[config.mk]
export PLATFORM = sky130hd
export DESIGN_NAME = rectifier_can_frame_handler_top
export DESIGN_NICKNAME = d
export VERILOG_FILES = /design/src/hdl/rcfh_pkg.sv /design/src/hdl/rcfh_front.sv /design/src/hdl/rcfh_cmd_queue.sv /design/src/hdl/rcfh_back.sv /design/src/hdl/rectifier_can_frame_handler_top.sv
export SDC_FILE = /design/constraint.sdc
export NUM_CORES = 1
export LEC_CHECK = 0
export ABC_AREA = 1
export ABC_CLOCK_PERIOD_IN_PS = 10250
export BUFFER_PORTS_ARGS = -buffer_cell sky130_fd_sc_hd__clkbuf_2
export CAP_MARGIN = 20
export CORE_MARGIN = 3
export CORE_UTILIZATION = 45
export CTS_CLUSTER_DIAMETER = 120
export CTS_CLUSTER_SIZE = 8
export DETAILED_ROUTE_END_ITERATION = 6
export GPL_ROUTABILITY_DRIVEN = 0
export HOLD_SLACK_MARGIN = 0.03
export PLACE_DENSITY_LB_ADDON = 0.12
export SLEW_MARGIN = 25
export SYNTH_ARGS = -nofsm -noshare
export SYNTH_HDL_FRONTEND = slang
export SYNTH_SLANG_ARGS = --single-unit
[constraint.sdc]
create_clock -name clk -period 10.25 [get_ports clk]
set_clock_uncertainty 0.05 [all_clocks]
set_input_delay 2.05 -clock clk [delete_from_list [all_inputs] [get_ports clk]]
set_output_delay 2.05 -clock clk [all_outputs]
set_load 0.02 [all_outputs]
[src/hdl/rcfh_pkg.sv]
// Package: shared constants, payload and command types for the rectifier CAN frame handler.
`default_nettype none

package rcfh_pkg;

  localparam int MAX_UNITS       = 8;
  localparam int IDX_W           = (MAX_UNITS > 1) ? $clog2(MAX_UNITS) : 1;
  localparam int CNT_W           = $clog2(MAX_UNITS + 1);
  localparam int CMD_QUEUE_DEPTH = 2;

  localparam logic [31:0] LOGIN_INTERVAL_RESET = 32'd10000;

  localparam logic [28:0] ID_INTRO_MASK  = 29'h1FFF0000;
  localparam logic [28:0] ID_INTRO_VAL   = 29'h05000000;
  localparam logic [28:0] ID_STATUS_MASK = 29'h1F00FF00;
  localparam logic [28:0] ID_STATUS_VAL  = 29'h05004000;
  localparam logic [28:0] ID_LOGIN_BASE  = 29'h05004800;
  localparam logic [7:0]  INTRO_TAG      = 8'h1B;
  localparam logic [3:0]  FRAME_LEN      = 4'd8;

  localparam logic [7:0] CODE_NORMAL    = 8'h04;
  localparam logic [7:0] CODE_CUR_LIMIT = 8'h08;
  localparam logic [7:0] CODE_WALK_IN   = 8'h10;
  localparam logic [7:0] CODE_ALARM     = 8'h0C;

  typedef enum logic [1:0] {
    KIND_LOGIN   = 2'd0,
    KIND_STATUS  = 2'd1,
    KIND_FULL    = 2'd2,
    KIND_UNKNOWN = 2'd3
  } kind_t;

  typedef enum logic [2:0] {
    STAT_NORMAL    = 3'd0,
    STAT_CUR_LIMIT = 3'd1,
    STAT_WALK_IN   = 3'd2,
    STAT_ALARM     = 3'd3,
    STAT_UNKNOWN   = 3'd4
  } unit_status_t;

  typedef struct packed {
    logic [28:0] rx_id;
    logic        remote_request;
    logic [3:0]  rx_length;
    logic [63:0] rx_data;
    logic [31:0] time_ms;
  } in_t;

  typedef struct packed {
    logic [1:0]  result_kind;
    logic [7:0]  unit_number;
    logic [28:0] send_id;
    logic [63:0] send_data;
    logic [2:0]  unit_status;
    logic [7:0]  temp_in;
    logic [7:0]  temp_out;
    logic [15:0] vin;
    logic [15:0] iout;
    logic [15:0] vout;
  } out_t;

  typedef struct packed {
    logic        intro;
    logic [47:0] serial;
    logic [31:0] time_ms;
    logic [7:0]  unit;
    logic [2:0]  status;
    logic [7:0]  temp_in;
    logic [7:0]  temp_out;
    logic [15:0] vin;
    logic [15:0] iout;
    logic [15:0] vout;
  } cmd_t;

  function automatic logic [2:0] decode_status(input logic [7:0] code);
    logic [2:0] st;
    unique case (code)
      CODE_NORMAL:    st = STAT_NORMAL;
      CODE_CUR_LIMIT: st = STAT_CUR_LIMIT;
      CODE_WALK_IN:   st = STAT_WALK_IN;
      CODE_ALARM:     st = STAT_ALARM;
      default:        st = STAT_UNKNOWN;
    endcase
    return st;
  endfunction

endpackage

`default_nettype wire

[src/hdl/rcfh_front.sv]
// Front end: accepts received frames, classifies them and builds commands for the back end.
`default_nettype none

module rcfh_front (
  input  wire rcfh_pkg::in_t  in_data,
  input  wire logic           push,
  output logic                full,
  output logic                q_wr,
  output rcfh_pkg::cmd_t      q_data,
  input  wire logic           q_full
);
  import rcfh_pkg::*;

  logic base_ok;
  logic intro_id;
  logic status_id;
  logic is_intro;
  logic is_status;

  always_comb begin
    base_ok   = !in_data.remote_request && (in_data.rx_length == FRAME_LEN);
    intro_id  = (in_data.rx_id & ID_INTRO_MASK) == ID_INTRO_VAL;
    status_id = (in_data.rx_id & ID_STATUS_MASK) == ID_STATUS_VAL;
    is_intro  = base_ok && intro_id && (in_data.rx_data[7:0] == INTRO_TAG);
    is_status = base_ok && !intro_id && status_id;
  end

  always_comb begin
    q_data.intro    = is_intro;
    q_data.serial   = in_data.rx_data[55:8];
    q_data.time_ms  = in_data.time_ms;
    q_data.unit     = in_data.rx_id[23:16];
    q_data.status   = decode_status(in_data.rx_id[7:0]);
    q_data.temp_in  = in_data.rx_data[7:0];
    q_data.temp_out = in_data.rx_data[63:56];
    q_data.vin      = in_data.rx_data[55:40];
    q_data.iout     = in_data.rx_data[23:8];
    q_data.vout     = in_data.rx_data[39:24];
  end

  assign full = q_full;
  assign q_wr = push && !q_full && (is_intro || is_status);

endmodule

`default_nettype wire

[src/hdl/rcfh_cmd_queue.sv]
// Command queue: short first-in first-out buffer between the front end and the back end.
`default_nettype none

module rcfh_cmd_queue (
  input  wire logic           clk,
  input  wire logic           rst_n,
  input  wire logic           wr,
  input  wire rcfh_pkg::cmd_t wr_data,
  output logic                full,
  input  wire logic           rd,
  output rcfh_pkg::cmd_t      rd_data,
  output logic                valid
);
  import rcfh_pkg::*;

  localparam int QPTR_W = (CMD_QUEUE_DEPTH > 1) ? $clog2(CMD_QUEUE_DEPTH) : 1;
  localparam int QCNT_W = $clog2(CMD_QUEUE_DEPTH + 1);

  cmd_t               mem [CMD_QUEUE_DEPTH];
  logic [QPTR_W-1:0]  wr_ptr_r;
  logic [QPTR_W-1:0]  rd_ptr_r;
  logic [QCNT_W-1:0]  count_r;
  logic               do_wr;
  logic               do_rd;

  assign full    = count_r == QCNT_W'(CMD_QUEUE_DEPTH);
  assign valid   = count_r != '0;
  assign do_wr   = wr && !full;
  assign do_rd   = rd && valid;
  assign rd_data = mem[rd_ptr_r];

  always_ff @(posedge clk) begin
    if (do_wr) begin
      mem[wr_ptr_r] <= wr_data;
    end
  end

  always_ff @(posedge clk) begin
    if (!rst_n) begin
      wr_ptr_r <= '0;
      rd_ptr_r <= '0;
      count_r  <= '0;
    end else begin
      if (do_wr) begin
        wr_ptr_r <= (wr_ptr_r == QPTR_W'(CMD_QUEUE_DEPTH - 1)) ? '0 : wr_ptr_r + 1'b1;
      end
      if (do_rd) begin
        rd_ptr_r <= (rd_ptr_r == QPTR_W'(CMD_QUEUE_DEPTH - 1)) ? '0 : rd_ptr_r + 1'b1;
      end
      if (do_wr && !do_rd) begin
        count_r <= count_r + 1'b1;
      end else if (do_rd && !do_wr) begin
        count_r <= count_r - 1'b1;
      end
    end
  end

endmodule

`default_nettype wire

[src/hdl/rcfh_back.sv]
// Back end: unit table search, login throttling, status checks and the result register.
`default_nettype none

module rcfh_back (
  input  wire logic           clk,
  input  wire logic           rst_n,
  input  wire logic           cfg_we,
  input  wire logic [31:0]    cfg_wdata,
  input  wire logic           cmd_valid,
  input  wire rcfh_pkg::cmd_t cmd,
  output logic                cmd_pop,
  input  wire logic           out_pop,
  output logic                out_empty,
  output rcfh_pkg::out_t      out_data
);
  import rcfh_pkg::*;

  typedef enum logic [1:0] {
    S_IDLE,
    S_READ,
    S_CMP,
    S_DECIDE
  } state_t;

  state_t                state_r;
  cmd_t                  cmd_r;
  logic [IDX_W-1:0]      idx_r;
  logic                  hit_r;
  logic [CNT_W-1:0]      unit_count_r;
  logic [MAX_UNITS-1:0]  login_sent_r;
  logic [31:0]           interval_r;
  out_t                  out_r;
  logic                  out_valid_r;

  logic [47:0]           unit_serial_m [MAX_UNITS];
  logic [31:0]           last_time_m [MAX_UNITS];
  logic [47:0]           rd_serial_r;
  logic [31:0]           rd_time_r;

  logic                  room;
  logic [IDX_W-1:0]      new_idx;
  logic [IDX_W-1:0]      login_idx;
  logic [31:0]           elapsed;
  logic                  login_ok;
  logic [7:0]            login_unit;
  logic                  is_last;
  logic                  wr_en;
  logic                  unit_known;
  logic                  out_free;
  logic                  out_load;
  out_t                  login_res;
  out_t                  full_res;
  out_t                  status_res;

  always_comb begin
    out_free   = !out_valid_r || out_pop;
    room       = unit_count_r < CNT_W'(MAX_UNITS);
    new_idx    = unit_count_r[IDX_W-1:0];
    elapsed    = cmd_r.time_ms - rd_time_r;
    login_ok   = hit_r ? (!login_sent_r[idx_r] || (elapsed > interval_r)) : room;
    login_idx  = hit_r ? idx_r : new_idx;
    login_unit = 8'(login_idx) + 8'd1;
    is_last    = (CNT_W'(idx_r) + 1'b1) == unit_count_r;
    wr_en      = (state_r == S_DECIDE) && out_free && login_ok;
    unit_known = (cmd.unit != 8'd0) && (cmd.unit <= 8'(unit_count_r));
    cmd_pop    = (state_r == S_IDLE) && cmd_valid && out_free;
    out_load   = (cmd_pop && !cmd.intro) ||
                 ((state_r == S_DECIDE) && out_free && (login_ok || !hit_r));

    login_res             = '0;
    login_res.result_kind = KIND_LOGIN;
    login_res.unit_number = login_unit;
    login_res.send_id     = ID_LOGIN_BASE | 29'({login_unit, 2'b00});
    login_res.send_data   = {16'h0000, cmd_r.serial};

    full_res             = '0;
    full_res.result_kind = KIND_FULL;

    status_res             = '0;
    status_res.unit_number = cmd.unit;
    if (unit_known) begin
      status_res.result_kind = KIND_STATUS;
      status_res.unit_status = cmd.status;
      status_res.temp_in     = cmd.temp_in;
      status_res.temp_out    = cmd.temp_out;
      status_res.vin         = cmd.vin;
      status_res.iout        = cmd.iout;
      status_res.vout        = cmd.vout;
    end else begin
      status_res.result_kind = KIND_UNKNOWN;
    end
  end

  always_ff @(posedge clk) begin
    if (wr_en) begin
      unit_serial_m[login_idx] <= cmd_r.serial;
      last_time_m[login_idx]   <= cmd_r.time_ms;
    end
    rd_serial_r <= unit_serial_m[idx_r];
    rd_time_r   <= last_time_m[idx_r];
  end

  always_ff @(posedge clk) begin
    if (!rst_n) begin
      state_r      <= S_IDLE;
      cmd_r        <= '0;
      idx_r        <= '0;
      hit_r        <= 1'b0;
      unit_count_r <= '0;
      login_sent_r <= '0;
      interval_r   <= LOGIN_INTERVAL_RESET;
      out_r        <= '0;
      out_valid_r  <= 1'b0;
    end else begin
      if (cfg_we) begin
        interval_r <= cfg_wdata;
      end
      if (out_load) begin
        out_valid_r <= 1'b1;
      end else if (out_pop) begin
        out_valid_r <= 1'b0;
      end
      unique case (state_r)
        S_IDLE: begin
          if (cmd_pop) begin
            cmd_r <= cmd;
            idx_r <= '0;
            hit_r <= 1'b0;
            if (cmd.intro) begin
              state_r <= (unit_count_r == '0) ? S_DECIDE : S_READ;
            end else begin
              out_r <= status_res;
            end
          end
        end
        S_READ: begin
          state_r <= S_CMP;
        end
        S_CMP: begin
          if (rd_serial_r == cmd_r.serial) begin
            hit_r   <= 1'b1;
            state_r <= S_DECIDE;
          end else if (is_last) begin
            state_r <= S_DECIDE;
          end else begin
            idx_r   <= idx_r + 1'b1;
            state_r <= S_READ;
          end
        end
        S_DECIDE: begin
          if (out_free) begin
            state_r <= S_IDLE;
            if (login_ok) begin
              login_sent_r[login_idx] <= 1'b1;
              out_r                   <= login_res;
              if (!hit_r) begin
                unit_count_r <= unit_count_r + 1'b1;
              end
            end else if (!hit_r) begin
              out_r <= full_res;
            end
          end
        end
        default: begin
          state_r <= S_IDLE;
        end
      endcase
    end
  end

  assign out_empty = !out_valid_r;
  assign out_data  = out_r;

  a_count_bound: assert property (@(posedge clk) disable iff (!rst_n)
    unit_count_r <= CNT_W'(MAX_UNITS))
    else $error("unit count above table size");

  a_search_in_table: assert property (@(posedge clk) disable iff (!rst_n)
    (state_r == S_CMP) |-> (CNT_W'(idx_r) < unit_count_r))
    else $error("search index outside filled table");

  a_login_unit: assert property (@(posedge clk) disable iff (!rst_n)
    (out_valid_r && out_r.result_kind == KIND_LOGIN) |->
      (out_r.unit_number != 8'd0 && out_r.unit_number <= 8'(unit_count_r)))
    else $error("login result names a unit outside the table");

  a_new_unit_flag: assert property (@(posedge clk) disable iff (!rst_n)
    (state_r == S_DECIDE && out_free && login_ok && !hit_r) |=>
      login_sent_r[$past(new_idx)])
    else $error("appended unit not marked as logged in");

endmodule

`default_nettype wire

[src/hdl/rectifier_can_frame_handler_top.sv]
// Top level: rectifier CAN frame handler with front end, command queue and back end.
// A status frame's result passes through the command queue, then the result register; an
// introduction loops S_READ/S_CMP per table entry compared (at most 8), then S_DECIDE.
// The back end holds one command at a time and pops the next only when the result register
// is free; the command queue accepts transactions while it has room.
// Reset clears the unit count, login flags and queues and loads the interval with 10000.
`default_nettype none

module rectifier_can_frame_handler_top (
  input  wire logic           clk,
  input  wire logic           rst_n,
  input  wire logic           push,
  output logic                full,
  input  wire rcfh_pkg::in_t  in_data,
  input  wire logic           pop,
  output logic                empty,
  output rcfh_pkg::out_t      out_data,
  input  wire logic           cfg_we,
  input  wire logic [31:0]    cfg_wdata
);
  import rcfh_pkg::*;

  logic q_wr;
  cmd_t q_wr_data;
  logic q_full;
  logic q_rd;
  cmd_t q_rd_data;
  logic q_valid;

  rcfh_front u_front (
    .in_data (in_data),
    .push    (push),
    .full    (full),
    .q_wr    (q_wr),
    .q_data  (q_wr_data),
    .q_full  (q_full)
  );

  rcfh_cmd_queue u_queue (
    .clk     (clk),
    .rst_n   (rst_n),
    .wr      (q_wr),
    .wr_data (q_wr_data),
    .full    (q_full),
    .rd      (q_rd),
    .rd_data (q_rd_data),
    .valid   (q_valid)
  );

  rcfh_back u_back (
    .clk       (clk),
    .rst_n     (rst_n),
    .cfg_we    (cfg_we),
    .cfg_wdata (cfg_wdata),
    .cmd_valid (q_valid),
    .cmd       (q_rd_data),
    .cmd_pop   (q_rd),
    .out_pop   (pop),
    .out_empty (empty),
    .out_data  (out_data)
  );

endmodule

`default_nettype wire

# After elaboration in Yosys (flattened, before gate mapping)
# Memory sizes are Yosys's and may differ from the RTL's. A register that Yosys moved wholly into a read port is not among the register bits.
# Index checks and enable logic that the tools add are counted.
dict set report totals {
  inputBits 167
  register_bits 305
  mem_count 3
  mem_bits_rw 952
}
# memory depth width rd rd_clocked_by_memory_dff write_ports line
set memory_table {}
lappend memory_table {u_back.unit_serial_m 8 48 1 1 1 rcfh_back.sv:35} ;# logic [47:0] unit_serial_m [MAX_UNITS];
lappend memory_table {u_queue.mem 2 156 1 1 1 rcfh_cmd_queue.sv:19} ;# cmd_t mem [CMD_QUEUE_DEPTH];
lappend memory_table {u_back.last_time_m 8 32 1 1 1 rcfh_back.sv:36} ;# logic [31:0] last_time_m [MAX_UNITS];
dict set report classes {
  muxes 41
  order_cmp 6
  reduce_logical 48
  bitwise_logic 2
  n_eq_ne 22
  addsub 9
}
# op count
set op_table {}
lappend op_table {{$mux W170} 5}
lappend op_table {{$pmux W170 S2} 1}
lappend op_table {{$mux W67} 1}
lappend op_table {{$eq A48 B48 Y1} 1}
lappend op_table {{$gt A32 B32 Y1} 1}
lappend op_table {{$sub A32 B32 Y32} 1}
lappend op_table {{$eq A13 B11 Y1 const B} 2}
lappend op_table {{$logic_and A1 B1 Y1} 19}
lappend op_table {{$mux W2} 9}
lappend op_table {{$eq A8 B4 Y1 const B} 2}
lappend op_table {{$eq A8 B5 Y1 const B} 2}
lappend op_table {{$mux W1} 15}
lappend op_table {{$mux W3} 4}
lappend op_table {{$pmux W3 S4} 1}
lappend op_table {{$reduce_bool A2 Y1} 5}
lappend op_table {{$logic_not A1 Y1} 9}
lappend op_table {{$reduce_and A3 Y1} 3}
lappend op_table {{$add A3 B1 Y4 const B} 2}
lappend op_table {{$eq A8 B3 Y1 const B} 1}
lappend op_table {{$le A8 B4 Y1} 1}
lappend op_table {{$lt A3 B4 Y1 const B} 2}
lappend op_table {{$ne A2 B2 Y1 const B} 4}
lappend op_table {{$or A8 B8 Y8} 1}
lappend op_table {{$pmux W2 S4} 1}
lappend op_table {{other kinds (25)} 35}

# Depth between registers and ports, before layout
# Gate-level depths: netlist (run 1).
dict set report logic_depth {
  ltp_word 11
  mapped_depth 30
  ltp_nobuf 29
}

# Hierarchy
# From an unflattened synthesis (run 1), not the netlist that was laid out.
dict set report unflattened {
  cells_unflattened 4476
  area_unflattened_um2 52519.1
}
# mod seq_area_each_um2 cells_each n_inst area_per_inst_um2
set modules_own_cells {}
lappend modules_own_cells {rcfh_back 26045.0 3731 1 39524.2}
lappend modules_own_cells {rcfh_cmd_queue 9469.1 522 1 11552.3}
lappend modules_own_cells {rcfh_front 0.0 223 1 1442.6}

# Worst setup path after synthesis (run 1)
# OpenSTA, ideal clock, no wires.
dict set report synth_timing {
  kind {input port to flip-flop}
  from {in in_data[96] in the netlist's numbering}
  to {mem u_queue.mem[1][100] in the netlist's numbering (enable)}
  stages 8
  setup_ns 0.577
  path_buffers 0
  t_required_ns 9.623
  t_arrival_ns 7.425
  slack_ns 2.198
  cell_sequence {nor2_1 > nand2_1 > nor3_1 > nand3_1 > or2_2 > nand2_1 > nand3_1 > nor2_1}
}
dict set report synth_between {
  elab_chain_len 9
}
# item line
set synth_rtl {}
lappend synth_rtl {{from (decl)} rectifier_can_frame_handler_top.sv:14} ;# input wire rcfh_pkg::in_t in_data,
lappend synth_rtl {{$eq A4 B4 Y1 *} rcfh_front.sv:21} ;# base_ok = !in_data.remote_request && (in_data.rx_length == FRAME_LEN);
lappend synth_rtl {{$logic_and A1 B1 Y1 *} rcfh_front.sv:21}
lappend synth_rtl {{$logic_and A1 B1 Y1 (on tied branches) (2 in a row)} {rcfh_front.sv:24, rcfh_front.sv:25}}
lappend synth_rtl {{$logic_or A1 B1 Y1 *} rcfh_front.sv:42} ;# assign q_wr = push && !q_full && (is_intro || is_status);
lappend synth_rtl {{$logic_and A1 B1 Y1 *} rcfh_front.sv:42}
lappend synth_rtl {{$logic_and A1 B1 Y1 *} rcfh_cmd_queue.sv:28} ;# assign do_wr = wr && !full;
lappend synth_rtl {{$mux W1 *} rcfh_cmd_queue.sv:33} ;# if (do_wr) begin
lappend synth_rtl {{$mux W1 (not written as such) *} rcfh_cmd_queue.sv:34} ;# mem[wr_ptr_r] <= wr_data;
lappend synth_rtl {{to (decl)} rcfh_cmd_queue.sv:19}
# Mark *: on every way between the ends. The rest lies on a longest branch, timed or not.

# Worst setup path in the final report (run 1)
dict set report layout_timing {
  from {reg u_back.cmd_r[75] in the netlist's numbering}
  to {mem u_back.unit_serial_m[0][9] (enable)}
}
dict set report layout_between {
  elab_chain_len 7
}
# item line
set layout_rtl {}
lappend layout_rtl {{from (decl)} rcfh_back.sv:26} ;# cmd_t cmd_r;
lappend layout_rtl {{from (signal assigned)} rcfh_back.sv:126} ;# cmd_r <= cmd;
lappend layout_rtl {{$sub A32 B32 Y32} rcfh_back.sv:59} ;# elapsed = cmd_r.time_ms - rd_time_r;
lappend layout_rtl {{$gt A32 B32 Y1} rcfh_back.sv:60} ;# login_ok = hit_r ? (!login_sent_r[idx_r] || (elapsed > interval_r)) : room;
lappend layout_rtl {{$logic_or A1 B1 Y1} rcfh_back.sv:60}
lappend layout_rtl {{$mux W1} rcfh_back.sv:60}
lappend layout_rtl {{$logic_and A1 B1 Y1} rcfh_back.sv:64} ;# wr_en = (state_r == S_DECIDE) && out_free && login_ok;
lappend layout_rtl {{$mux W1} rcfh_back.sv:95} ;# if (wr_en) begin
lappend layout_rtl {{$mux W1 (not written as such)} rcfh_back.sv:96} ;# unit_serial_m[login_idx] <= cmd_r.serial;
lappend layout_rtl {{to (decl)} rcfh_back.sv:35}
# Every way passes these cells.

==> results.md, run 1 <==
* Clock network power share at 0.313
* Die Width at 333 um
* Area grow syn2layout at 15.5%
* PortBufs at 301
* Chip Height at 333 um
* Maximum fanout along the worst path at 52
* Status: finished, final reports clean
* Setup crit start kind: flop
* Most numerous cell on the critical path: nand2_1
* Clk pin slew, worst setup/hold paths at 50 ps
* Num ports at 339
* CTS tree: done
* Total grt overflow at 0
* Seq cells post-synth at 1202
* Power Internal at 10.8 mW
* Setup Buffers After CTS at 0
* Combinational fraction of design power at 0.271
* Endpoint class of the critical path: flop
* Core Footprint at 0.106 mm^2
* Die Area at 0.111 mm^2
* Setup TNS at 0 ps
* MaxCap Viol Count at 0
* Fillers at 9383
* 1st-pass router iterations at 5
* Hold crit path type: reg2reg
* Max_slew headroom at 0.331
* FMAX at 142 MHz
* Top_reg_cell synth: edfxtp_1
* Req. time, crit path at 10550 ps
* Synth warn at 0
* Crit path DAT at 7350 ps
* # diodes at 0
* Min Clock Period, post-route at 7050 ps
* Final count of pins violating max slew at 0
* NetSw at 5.85 mW
* Total Routing Usage GR at 0.230
* Detailed Route Iter0 Violations at 2642
* Netlist cell types at 47
* Final setup fails at 0
* Antenna Nets Post-Route at 0
* Layout cells sized above 1 at 0.118
* Maximum clock path buffer count at 3
* Drt wl/cell at 21.0 um
* Worst-Skew Late Latency at 750 ps
* Initial Util at 0.455
* Async SR Flop Fraction at 0
* Hpwl dp at 75.9 mm
* DRC at 0
* Unrepaired setup endpoints after global routing: no
* Most common cell after layout, fill and taps aside: nor2_1
* Mean Syn Cell Area at 10.9 um^2
* Max incr delay on CP at 880 ps
* Hold_buf cts at 0
* Final nets at 4885
* EDFF count, synth at 856
* Hold violation count in the final report at 0
* Num CTS Buffers at 168
* Sequential-to-total area share from yosys stat at 0.680
* Footprint of the multi-input gates at 0.0133 mm^2
* Switch share at 0.352
* # clock sinks at 1202
* Root buffer cell: clkbuf_16
* CP Class: reg2reg
* Synthesized cell area at 0.0480 mm^2
* Reg area at 0.0326 mm^2
* Tot Pwr at 16.6 mW
* Sequential share of power at 0.416
* Commonest cells after routing, fill and taps aside: nor2_1, edfxtp_1, nand2_1, o21ai_0, dfxtp_1
* Leakage at 20.7 nW
* Largest net degree at the start of global routing at 155
* Critical-path cell list: inv_1, ha_1, inv_1, fa_1, nand3_1, nand2_1, a31oi_1, o21ai_0, a21boi_0, o21ai_0, xor2_1, ha_1, nand2_1, nor2_1, nand4_1, nor2_1, nand2_1, nand4_1, nand2_1, nand2_2, buf_4, nand4_1, clkinv_2, buf_4
* Via count of the first global-routing pass at 31800
* Worst ir drop on vdd at 0.181 mV
* Post_cts resized at 0
* H-tree Lvls at 4
* Final period util at 0.688
* Via/cell ratio at 5.38
* Slowest CP cell: buf_4
* Initial antenna violation count at 2
* Syn Inst Count at 4384
* Site row count at 119
* Cell Pwr Density at 300 mW/mm^2
* Total wire length at 130 mm
* Worst slew pin tran at 1000 ps
* Via count at 33300
* First-pass GRT wire length at 196 mm
state kept, by name (all words and copies together), names as in the netlist, named ones only:
| signal | count |
|---|---|
| u_queue.wr_ptr_r | 1 |
| u_back.out_valid_r | 1 |
| u_back.out_data | 130 |
| u_back.rd_serial_r | 48 |
| u_back.rd_time_r | 32 |
| u_back.unit_count_r | 4 |
| u_back.idx_r | 3 |
| u_back.hit_r | 1 |
| u_back.unit_serial_m | 384 |
| u_queue.rd_ptr_r | 1 |
| u_back.state_r | 2 |
| u_queue.mem | 216 |
| u_back.interval_r | 32 |
| u_back.cmd_r | 80 |
| u_back.login_sent_r | 8 |
| u_queue.count_r | 2 |
| u_back.last_time_m | 256 |
final timing paths:
| check | from | endpoint | slack [ps] | cells after the start |
|---|---|---|---|---|
| setup / recovery | u_back.cmd_r[75] | u_back.unit_serial_m[0][9] | 3200 | 24 |
| hold / removal | u_back.login_sent_r[0] | u_back.login_sent_r[0] | 400 | 2 |
| setup reg to reg | u_back.cmd_r[75] | u_back.unit_serial_m[0][9] | 3200 | 24 |
| hold reg to reg | u_back.login_sent_r[0] | u_back.login_sent_r[0] | 400 | 2 |
routing by layer:
layer / track usage / routed length [um] / vias up
met2: 0.362 / 59500 / 1007
li1: - / - / 15800
met3: 0.0422 / 8390 / 164
met1: 0.331 / 59600 / 16300
met4: 0.0590 / 2230 / 2
met5: 0 / 10 / -
synthesized netlist by cell type, types with 48 or more instances:
master,count,share of area
buf_2,59,0.0062
nand3_1,54,0.0056
o22ai_1,90,0.012
a31oi_1,115,0.015
inv_1,210,0.016
dfxtp_1,346,0.14
nor2_1,925,0.072
ha_1,72,0.019
a21oi_1,190,0.020
edfxtp_1,856,0.54
nand2_1,481,0.038
clkbuf_1,149,0.012
o21ai_0,466,0.049
nand4_1,77,0.010
buf_4,48,0.0075
logic make-up (layout without fill, tap and decap cells):
group                    count (synthesis)  in the layout  share of synthesized area
AND/OR/NAND/NOR                       1576           1576                      0.131
adder cells (fa/ha/maj)                 73             73                     0.0192
buffers and inverters                  507            875                     0.0469
XOR/XNOR                                46             46                    0.00840
flip-flops                            1202           1202                      0.680
multiplexers                            40             40                    0.00834
AO/OA/AOI/OAI                          939            939                      0.106
other                                    1             37                  0.0000782
area by class of cell:
cell class                 instances  share of cell area
clock buffer                     301              0.0864
sequential                      1202               0.589
multi-input combinational       2711               0.239
timing repair buffer             344              0.0348
inverter                         218              0.0153
tap                             1391              0.0314
clock inverter                    12             0.00373
per-stage QoR:
stage | hold WS [ps] | std cells | util | setup WS (ps) | cell area (um^2)
6_report | 397 | 6179 | 0.525 | 3200 | 55400
5_1_grt | 419 | 6179 | 0.525 | 2610 | 55400
4_1_cts | 396 | 6177 | 0.524 | 3190 | 55400
3_5_place_dp | 389 | 5864 | 0.477 | 3230 | 50400
3_3_place_gp | 375 | 5864 | 0.477 | 3290 | 50400
2_1_floorplan | 376 | 4420 | - | 2200 | 48100
critical path: cells and delay by family, from the launching register on:
kind	cells	cell delay [ps]
flops	1	510
xor+xnor	1	100
compound gates	4	1240
simple gates	11	1870
fa+ha+maj	3	670
buf+inv	5	2140
power groups by stage:
stage / combinational [mW] / sequential [mW] / clock, mW
after CTS: 4.52 / 6.90 / 5.30
final: 4.50 / 6.91 / 5.21
after detailed placement: 4.50 / 6.99 / 0
after floorplan: 3.07 / 6.86 / 0
after global placement: 4.47 / 6.97 / 0
after global routing: 5.07 / 7.00 / 5.51
Power figures use the tool's default switching activity.
==> run 2, diff against run 1 <==
- ABC_CLOCK_PERIOD_IN_PS: 10250 -> 6700
- clock period: 10.25 -> 6.7 ns (I/O delays scaled with it)
==> results.md, run 2 (synthesized netlist as in run 1, its figures left out) <==
* Final period util at 0.907
* Root buffer cell: clkbuf_16
* Initial Util at 0.455
* CP Capture Point: u_back.unit_serial_m[2][42]
* Max_slew headroom at 0.309
* Die Area at 0.111 mm^2
* Total wire length at 131 mm
* Total Routing Usage GR at 0.233
* Setup Buffers After CTS at 0
* Maximum fanout along the worst path at 24
* Num ports at 339
* Status: finished, final reports clean
* Met3 GRT Util at 0.0483
* Most Crowded Layer GR: met2
* Endpoint class of the critical path: flop
* Worst Hold Depth at 1
* Drt wl/cell at 21.1 um
* Top reg by flops: u_back.unit_serial_m
* Antenna Nets Post-Route at 0
* Worst r2r path cells at 23
* Site row count at 119
* RR Endpoint: u_back.unit_serial_m[2][42]
* FMAX at 165 MHz
* Final setup fails at 0
* Clk pin slew, worst setup/hold paths at 50 ps
* Worst slew pin tran at 1040 ps
* 1st-pass router iterations at 5
* Hold violation count in the final report at 0
* Post_cts resized at 0
* Final nets at 4904
* Worst ir drop on vdd at 0.306 mV
* Largest net degree at the start of global routing at 167
* Worst-Skew Late Latency at 750 ps
* Crit path DAT at 6430 ps
* Cell Pwr Density at 459 mW/mm^2
* Number of flip-flops in the largest register at 384
* First-pass GRT wire length at 198 mm
* Chip Height at 333 um
* DRC at 0
* Placed cell count at 5884
* Setup TNS at 0 ps
* Area grow syn2layout at 16.0%
* Initial antenna violation count at 4
* Unrepaired setup endpoints after global routing: no
* Global Route met2 Usage at 0.365
* Num CTS Buffers at 168
* R2R Setup Slk at 620 ps
* H-tree Lvls at 4
* Die Width at 333 um
* Layout cells sized above 1 at 0.122
* Largest regs: u_back.unit_serial_m: 384 flops, u_back.last_time_m: 256 flops, u_queue.mem: 216 flops
* Final core occ at 0.527
* CP startpoint: u_back.cmd_r[75]
* Commonest cells after routing, fill and taps aside: nor2_1, edfxtp_1, nand2_1, o21ai_0, dfxtp_1
* Hold crit path type: reg2reg
* PortBufs at 301
* CTS tree: done
* # clock sinks at 1202
* Via/cell ratio at 5.35
* Most common cell after layout, fill and taps aside: nor2_1
* Core Footprint at 0.106 mm^2
* Via count at 33200
* Setup crit start kind: flop
* Hold_buf cts at 0
* Final count of pins violating max slew at 0
* Req. time, crit path at 7050 ps
* Via count of the first global-routing pass at 32300
* MaxCap Viol Count at 0
* Grt met1 use at 0.333
* CP Class: reg2reg
* Fin cells at 6194
* Worst R2R Start: u_back.cmd_r[75]
* Hpwl dp at 78.2 mm
* Detailed Route Iter0 Violations at 2800
* Leakage at 20.9 nW
* Maximum clock path buffer count at 3
* Min Clock Period, post-route at 6080 ps
* Total grt overflow at 0
* Fillers at 9243
run 2: cell types whose count changed in the layout (fill, tap and decap cells not counted), sizes merged:
cell    previous run  this run
diode              0         2
buf               43        62
clkbuf           602       596
inv              214       212
clkinv            16        18
run 2: worst min path at each step:
stage	from	slack [ps]	endpoint
floorplan	u_queue.rd_ptr_r	380	flop
global placement	u_queue.rd_ptr_r	370	flop
detailed placement	u_queue.rd_ptr_r	390	flop
CTS	u_queue.rd_ptr_r	400	flop
global route	u_queue.rd_ptr_r	420	flop
finish	u_queue.rd_ptr_r	400	flop
run 2: cell type report:
cell class / count / area, um^2 / share of cell area
inverters: 218 / 846 / 0.0152
diodes: 2 / 5.00 / 0.0000899
repair buffers: 363 / 2210 / 0.0397
multi-input cells: 2711 / 13300 / 0.238
clock buffers: 295 / 4740 / 0.0853
well taps: 1391 / 1740 / 0.0313
flip-flops and latches: 1202 / 32600 / 0.587
clock inverters: 12 / 208 / 0.00373
run 2: metal layers:
metal	part of all wire	vias up
met5	0.00010	-
met3	0.073	169
li1	-	15800
met2	0.45	1093
met1	0.46	16100
met4	0.017	2
run 2: stage by stage:
step / cell area, um^2 / hold slack [ps] / total power [mW] / setup slack (ps)
2_1_floorplan: 48100 / 376 / 15.2 / 1160
3_3_place_gp: 50600 / 373 / 17.7 / 812
3_5_place_dp: 50700 / 387 / 17.8 / 739
4_1_cts: 55600 / 396 / 25.7 / 702
5_1_grt: 55700 / 421 / 27.1 / 104
6_report: 55700 / 401 / 25.5 / 621
run 2: worst max-delay path, stage by stage, from the launching register on:
cell and delay (ps):
dfxtp_1 510, inv_1 90, ha_1 180, inv_1 80, fa_1 210, nand3_1 80
nand2_1 260, a31oi_1 170, o21ai_0 580, a21boi_0 300, o21ai_0 270, xor2_1 120
ha_1 280, nand2_1 60, nor2_1 190, nand4_1 140, nor2_1 140, nand2_1 80
nand4_1 80, nand2_1 160, nand2_2 430, nand4_1 220, clkinv_2 600, buf_4 420
run 2: where the power goes:
part | total, mW | internal [mW] | switching (mW)
Clock | 7.89 | 4.77 | 3.12
Combinational | 7.05 | 2.30 | 4.75
Sequential | 10.6 | 9.41 | 1.19
Total | 25.5 | 16.5 | 9.06
